===== src/sv/tealk_pkg.sv =====
// Shared constants, types and helpers of the 64-bit TEA-like block encryptor.
package tealk_pkg;

  localparam int unsigned ROUND_COUNT = 32;
  localparam int unsigned WORD_W      = 64;
  localparam int unsigned KEY_WORDS   = 4;
  localparam int unsigned KEY_IDX_W   = $clog2(KEY_WORDS);

  localparam logic [WORD_W-1:0] GOLDEN_DELTA = 64'h9e3779b97f4a7c15;

  localparam int unsigned SHL_A = 7;
  localparam int unsigned SHR_A = 12;
  localparam int unsigned SHL_B = 16;
  localparam int unsigned SHR_B = 8;

  localparam logic [KEY_IDX_W-1:0] KEY0_IDX = 2'd0;
  localparam logic [KEY_IDX_W-1:0] KEY1_IDX = 2'd1;
  localparam logic [KEY_IDX_W-1:0] KEY2_IDX = 2'd2;
  localparam logic [KEY_IDX_W-1:0] KEY3_IDX = 2'd3;

  typedef logic [WORD_W-1:0] word_t;

  typedef struct packed {
    word_t k3;
    word_t k2;
    word_t k1;
    word_t k0;
  } key_set_t;

  // Running sum after round r (r counted from 0).
  function automatic word_t round_sum(input int unsigned r);
    word_t acc;
    acc = '0;
    for (int unsigned i = 0; i <= r; i++) begin
      acc = acc + GOLDEN_DELTA;
    end
    return acc;
  endfunction

endpackage


===== src/sv/tealk_round.sv =====
// One cipher round as two register stages: first-word update, then second-word update.
module tealk_round
  import tealk_pkg::*;
(
  input  logic     clk_i,
  input  logic     rst_ni,
  input  logic     en_i,
  input  key_set_t key_i,
  input  word_t    sum_i,
  input  logic     valid_i,
  input  word_t    a_i,
  input  word_t    b_i,
  output logic     valid_o,
  output word_t    a_o,
  output word_t    b_o
);

  logic  mid_vld_q;
  logic  out_vld_q;
  word_t a_mid_d, a_mid_q, b_mid_q;
  word_t b_out_d, a_out_q, b_out_q;

  assign a_mid_d = a_i + (((b_i << SHL_A) + key_i.k0) ^ (b_i + sum_i)
                          ^ ((b_i >> SHR_A) + key_i.k1));
  assign b_out_d = b_mid_q + (((a_mid_q << SHL_B) + key_i.k2) ^ (a_mid_q + sum_i)
                              ^ ((a_mid_q >> SHR_B) + key_i.k3));

  always_ff @(posedge clk_i or negedge rst_ni) begin
    if (!rst_ni) begin
      mid_vld_q <= 1'b0;
      out_vld_q <= 1'b0;
    end else if (en_i) begin
      mid_vld_q <= valid_i;
      out_vld_q <= mid_vld_q;
    end
  end

  always_ff @(posedge clk_i) begin
    if (en_i) begin
      a_mid_q <= a_mid_d;
      b_mid_q <= b_i;
      a_out_q <= a_mid_q;
      b_out_q <= b_out_d;
    end
  end

  assign valid_o = out_vld_q;
  assign a_o     = a_out_q;
  assign b_o     = b_out_q;

endmodule


===== config.mk =====
export PLATFORM = sky130hd
export DESIGN_NAME = tealk_round
export DESIGN_NICKNAME = d
export VERILOG_FILES = /design/src/sv/tealk_pkg.sv /design/src/sv/tealk_round.sv
export SDC_FILE = /design/constraint.sdc
export NUM_CORES = 1
export LEC_CHECK = 0
export BUFFER_PORTS_ARGS = -buffer_cell sky130_fd_sc_hd__buf_4
export CAP_MARGIN = 20
export CORE_UTILIZATION = 45
export CTS_BUF_LIST = sky130_fd_sc_hd__clkbuf_2
export DETAILED_ROUTE_END_ITERATION = 6
export PLACE_DENSITY = 0.76
export SLEW_MARGIN = 20
export SYNTH_ARGS = -nofsm -noshare
export SYNTH_HDL_FRONTEND = slang
export SYNTH_SLANG_ARGS = --single-unit

===== constraint.sdc =====
create_clock -name clk_i -period 8 [get_ports clk_i]
set_input_delay 1.6 -clock clk_i [delete_from_list [all_inputs] [get_ports clk_i]]
set_output_delay 1.6 -clock clk_i [all_outputs]
set_load 0.05 [all_outputs]

Word level (Yosys, flattened, before mapping)
Cells that the tools add are included.
{ "word_totals": {"register_bits": 258, "out_inout_bits": 129, "wordCells": 18} }
{ "op_classes": {"n_addsub": 8, "bitwise": 4} }
{ "op_table": {"columns": ["cell", "count"], "rows": [
  ["64-bit adder", 6],
  ["64-bit bitwise XOR", 4],
  ["52-bit by 64-bit adder with 64-bit output", 1],
  ["56-bit by 64-bit adder with 64-bit output", 1]
]} }

Longest topological paths before layout
{ "logic_depth": {"ltp_word": 4, "ltp_mapped": 29} }

Worst setup path after synthesis
No wires, ideal clock.
{ "synth_path": {"path_kind": "input to register", "startpoint": "input port b_i[0]", "endpoint": "register a_mid_q[63], data pin", "arrival_time_ns": 6.884, "required_ns": 7.732, "slack_ns": 0.849, "stages": 27, "n_path_buf": 0, "path_cell_list": "ha_1 > fa_1 > a21oi_1 > nor2b_1 > o2111ai_1 > a21o_1 > nand2_1 > o41a_1 > a221o_1 > a31oi_1 > o21ai_0 > a21oi_1 > o21ai_0 > xnor2_1 > ha_1 > a21o_1 > a21o_1 > a21o_1 > a21oi_1 > o21ai_0 > or3b_2 > o21ai_1 > a21oi_1 > nand2_1 > nor3_1 > a211oi_1 > xnor3_1"} }
{ "synth_between": {"elab_chain_cells": 4, "word_cells_on_any_way": 5} }
{ "synth_rtl": {"columns": ["element", "line", "text"], "rows": [
  ["start, declared", "tealk_round.sv:12", "input word_t b_i,"],
  ["64-bit adder", "tealk_round.sv:23", "assign a_mid_d = a_i + (((b_i << SHL_A) + key_i.k0) ^ (b_i + sum_i)"],
  ["64-bit bitwise XOR *", "tealk_round.sv:23", null],
  ["64-bit bitwise XOR *", "tealk_round.sv:24", "^ ((b_i >> SHR_A) + key_i.k1));"],
  ["64-bit adder *", "tealk_round.sv:23", null],
  ["named net a_mid_d[63]", "tealk_round.sv:20", "word_t a_mid_d, a_mid_q, b_mid_q;"],
  ["end signal, assigned", "tealk_round.sv:40", "a_mid_q <= a_mid_d;"],
  ["end, declared", "tealk_round.sv:20", null]
]} }
Mark *: on every way through the listed nets, which the timed path passes. The rest lies on a longest branch.
A chain may end at the register's enable or synchronous reset.

Worst setup path after layout
{ "layout_path": {"startpoint": "input port b_i[12]", "endpoint": "register a_mid_q[63], data pin"} }
{ "layout_between": {"elab_chain_cells": 4, "word_cells_on_any_way": 6} }
{ "layout_rtl": {"columns": ["element", "line"], "rows": [
  ["64-bit adder", "tealk_round.sv:23"],
  ["64-bit bitwise XOR", "tealk_round.sv:23"],
  ["64-bit bitwise XOR *", "tealk_round.sv:24"],
  ["64-bit adder *", "tealk_round.sv:23"],
  ["named net a_mid_d[63]", "tealk_round.sv:20"]
]} }
Marks and branches as above.

==> impl_metrics.json <==
{
  "crit_arrival_ns": 7.94,
  "wl_per_cell_um": 25.84,
  "synth.most_common_cell": "xnor2_1",
  "synth_common_cells": "xnor2_1, a21oi_1, ha_1",
  "synthTopCellsByArea": "edfxtp_1, ha_1, xnor2_1",
  "ys_ff_latch": 258,
  "post_dp_cell_area_mm2": 0.04127,
  "fill_cells": 7298,
  "rsz0062_at_grt": "false",
  "crit_path_start_kind": "input port",
  "cts_buffer_depth": 3,
  "crit_family": "compound AO/OA/AOI/OAI gates",
  "period_share_pct": 89.11,
  "grt.overflow.total": 0,
  "maxCapViolations": 0,
  "ios": 581,
  "grt_pass1_vias": 33480,
  "coreArea_mm2": 0.07798,
  "ys_seq_area_share_pct": 21.66,
  "synth_top_area_share_pct": 21.52,
  "drive_above_1_share_pct": 16.25,
  "worstPathRequired_ns": 8.81,
  "path_class": "in2reg",
  "drv_slew": 0,
  "setup_violations": 0,
  "cpMaxStageDelayCell": "a221oi_1",
  "final_nets": 5702,
  "synth_edf_count": 256,
  "stdcell_area_mm2": 0.04207,
  "hold_buffers": 0,
  "die_y_um": 283.8,
  "period_needed_ns": 7.128,
  "slew_headroom_pct": 30.44,
  "synth_nets": 5138,
  "ys_types": 88,
  "yosysWarnings": 0,
  "netlist_instances": 4197,
  "seq_area_mm2": 0.007737,
  "area_delta_synth_final_pct": 17.76,
  "die_w_um": 283.8,
  "vias_per_cell": 6.223,
  "fin_setup_tns_ns": 0,
  "wl_um": 151700,
  "crit_path_end_kind": "flop",
  "clk_pin_slew_worst_paths_ns": 0.14,
  "cp_max_fo": 7,
  "clock_skew_ns": 0.1072,
  "tritoncts": "yes",
  "ff2ff_path_depth": 27,
  "cts_root_buffer": "clkbuf_2",
  "ctsResizeCount": 0,
  "antenna_left": 0,
  "cp.depth": 30,
  "cts_setup_buffers": 0,
  "fmax_ghz": 0.1403,
  "fin_cells": 5871,
  "synth_ff_type": "edfxtp_1",
  "worstSkewPairLatency_ns": 1.08,
  "initial_core_util_pct": 45.81,
  "status": "complete, no violations",
  "whs_ns": 0.2902,
  "grt_first_pass_wirelength_um": 216800,
  "io_buffers": 580,
  "hold_path_class": "in2async",
  "drc_errors": 0,
  "avgSynthCellArea_um2": 8.512,
  "critical_path.max_stage_delay_ns": 0.51,
  "numCtsBuffers": 66,
  "grt_max_degree": 173,
  "gp_congestion": 1.069,
  "tightestPinTransition_ns": 1.043,
  "async_reset_ff_share_pct": 0.7752,
  "hold_viol": 0,
  "vias": 36540,
  "first_pass_iters": 6,
  "rows": 102,
  "dr.first_iter.drc_count": 4321,
  "cp.buffers_inverters": 4,
  "antenna_found_initial": 20,
  "cts_sinks": 258,
  "die-area_mm2": 0.08051,
  "multiInputGateArea_mm2": 0.02701,
  "hpwl_um": 128000,
  "track_usage_pct": 36.09,
  "placed_cells": 5733,
  "synth_top_area_cell": "edfxtp_1",
  "htree_levels": 3,
  "netlist_area_mm2": 0.03572
}
## cell type report
class | instances | share of cell area [%]
multi-input combinational | 3679 | 64.20
sequential | 258 | 18.39
timing repair buffer | 630 | 11.29
tap | 1040 | 3.093
inverter | 126 | 1.124
clock buffer | 80 | 0.9518
clock inverter | 39 | 0.8358
antenna | 19 | 0.1130
## layout by cell type, fill, tap and decap left out, types with 15 or more instances in the layout
cell type	n
nand4_1	90
inv_1	126
ha_1	481
o21a_1	28
a211oi_1	31
clkinv_1	21
nand2b_1	46
nand2_1	274
a21o_1	335
nand3_1	109
and2_1	28
nor2_1	200
o21bai_1	72
a21oi_1	497
a31oi_1	54
and3_1	41
a21boi_0	15
a211o_1	16
clkbuf_2	80
diode_2	19
buf_4	628
nor3_1	44
a221oi_1	17
edfxtp_1	256
o211ai_1	28
xor2_1	135
nor2b_1	55
xnor2_1	586
a31o_2	18
o31ai_1	25
o21ai_0	222
## layer usage
metal	GRT usage, %	wire length [µm]	vias up	part of all wire, %
met5	0	17	-	0.011
met4	14.27	5812	2	3.8
met3	6.310	17080	277	11
met2	53.18	63650	2142	42
met1	51.80	65170	17260	43
li1	-	-	16860	-
## cells by family (layout without fill, tap and decap cells)
logic type	Yosys count	after routing	synth area share (%)
AO/OA/AOI/OAI	1489	1489	26.84
AND/OR/NAND/NOR	974	974	13.47
XOR/XNOR	725	725	17.93
adder cells (fa/ha/maj)	489	489	17.30
buffers and inverters	260	875	2.739
flip-flops	258	258	21.66
multiplexers	2	2	0.06304
other	0	19	0
## registers in the layout (all words and copies together) (netlist names)
register	cells
a_mid_q	64
a_o	64
b_mid_q	64
b_o	64
mid_vld_q	1
valid_o	1
## path summary, 6_finish.rpt
| kind | endpoint | slack (ns) | start |
|---|---|---|---|
| setup / recovery | a_mid_q[63] | 0.87 | b_i[12] |
| hold / removal | valid_o | 0.29 | rst_ni |
| setup reg to reg | b_o[62] | 0.88 | a_mid_q[8] |
| hold reg to reg | a_o[5] | 0.50 | a_mid_q[5] |
| max in group asynchronous | mid_vld_q | 7.62 | rst_ni |
| min in group clk_i | a_o[5] | 0.50 | a_mid_q[5] |
## per-stage QoR
| stage | utilization, % | setup WS (ns) |
|---|---|---|
| floorplan | - | 0.8486 |
| global placement | 52.92 | 0.007384 |
| detailed placement | 52.92 | -0.09521 |
| CTS | 53.89 | 1.029 |
| global route | 53.94 | 0.4608 |
| finish | 53.95 | 0.8715 |
Power is not shown: default switching activity piles up to over one toggle a cycle in this logic, so the estimate is an artifact.
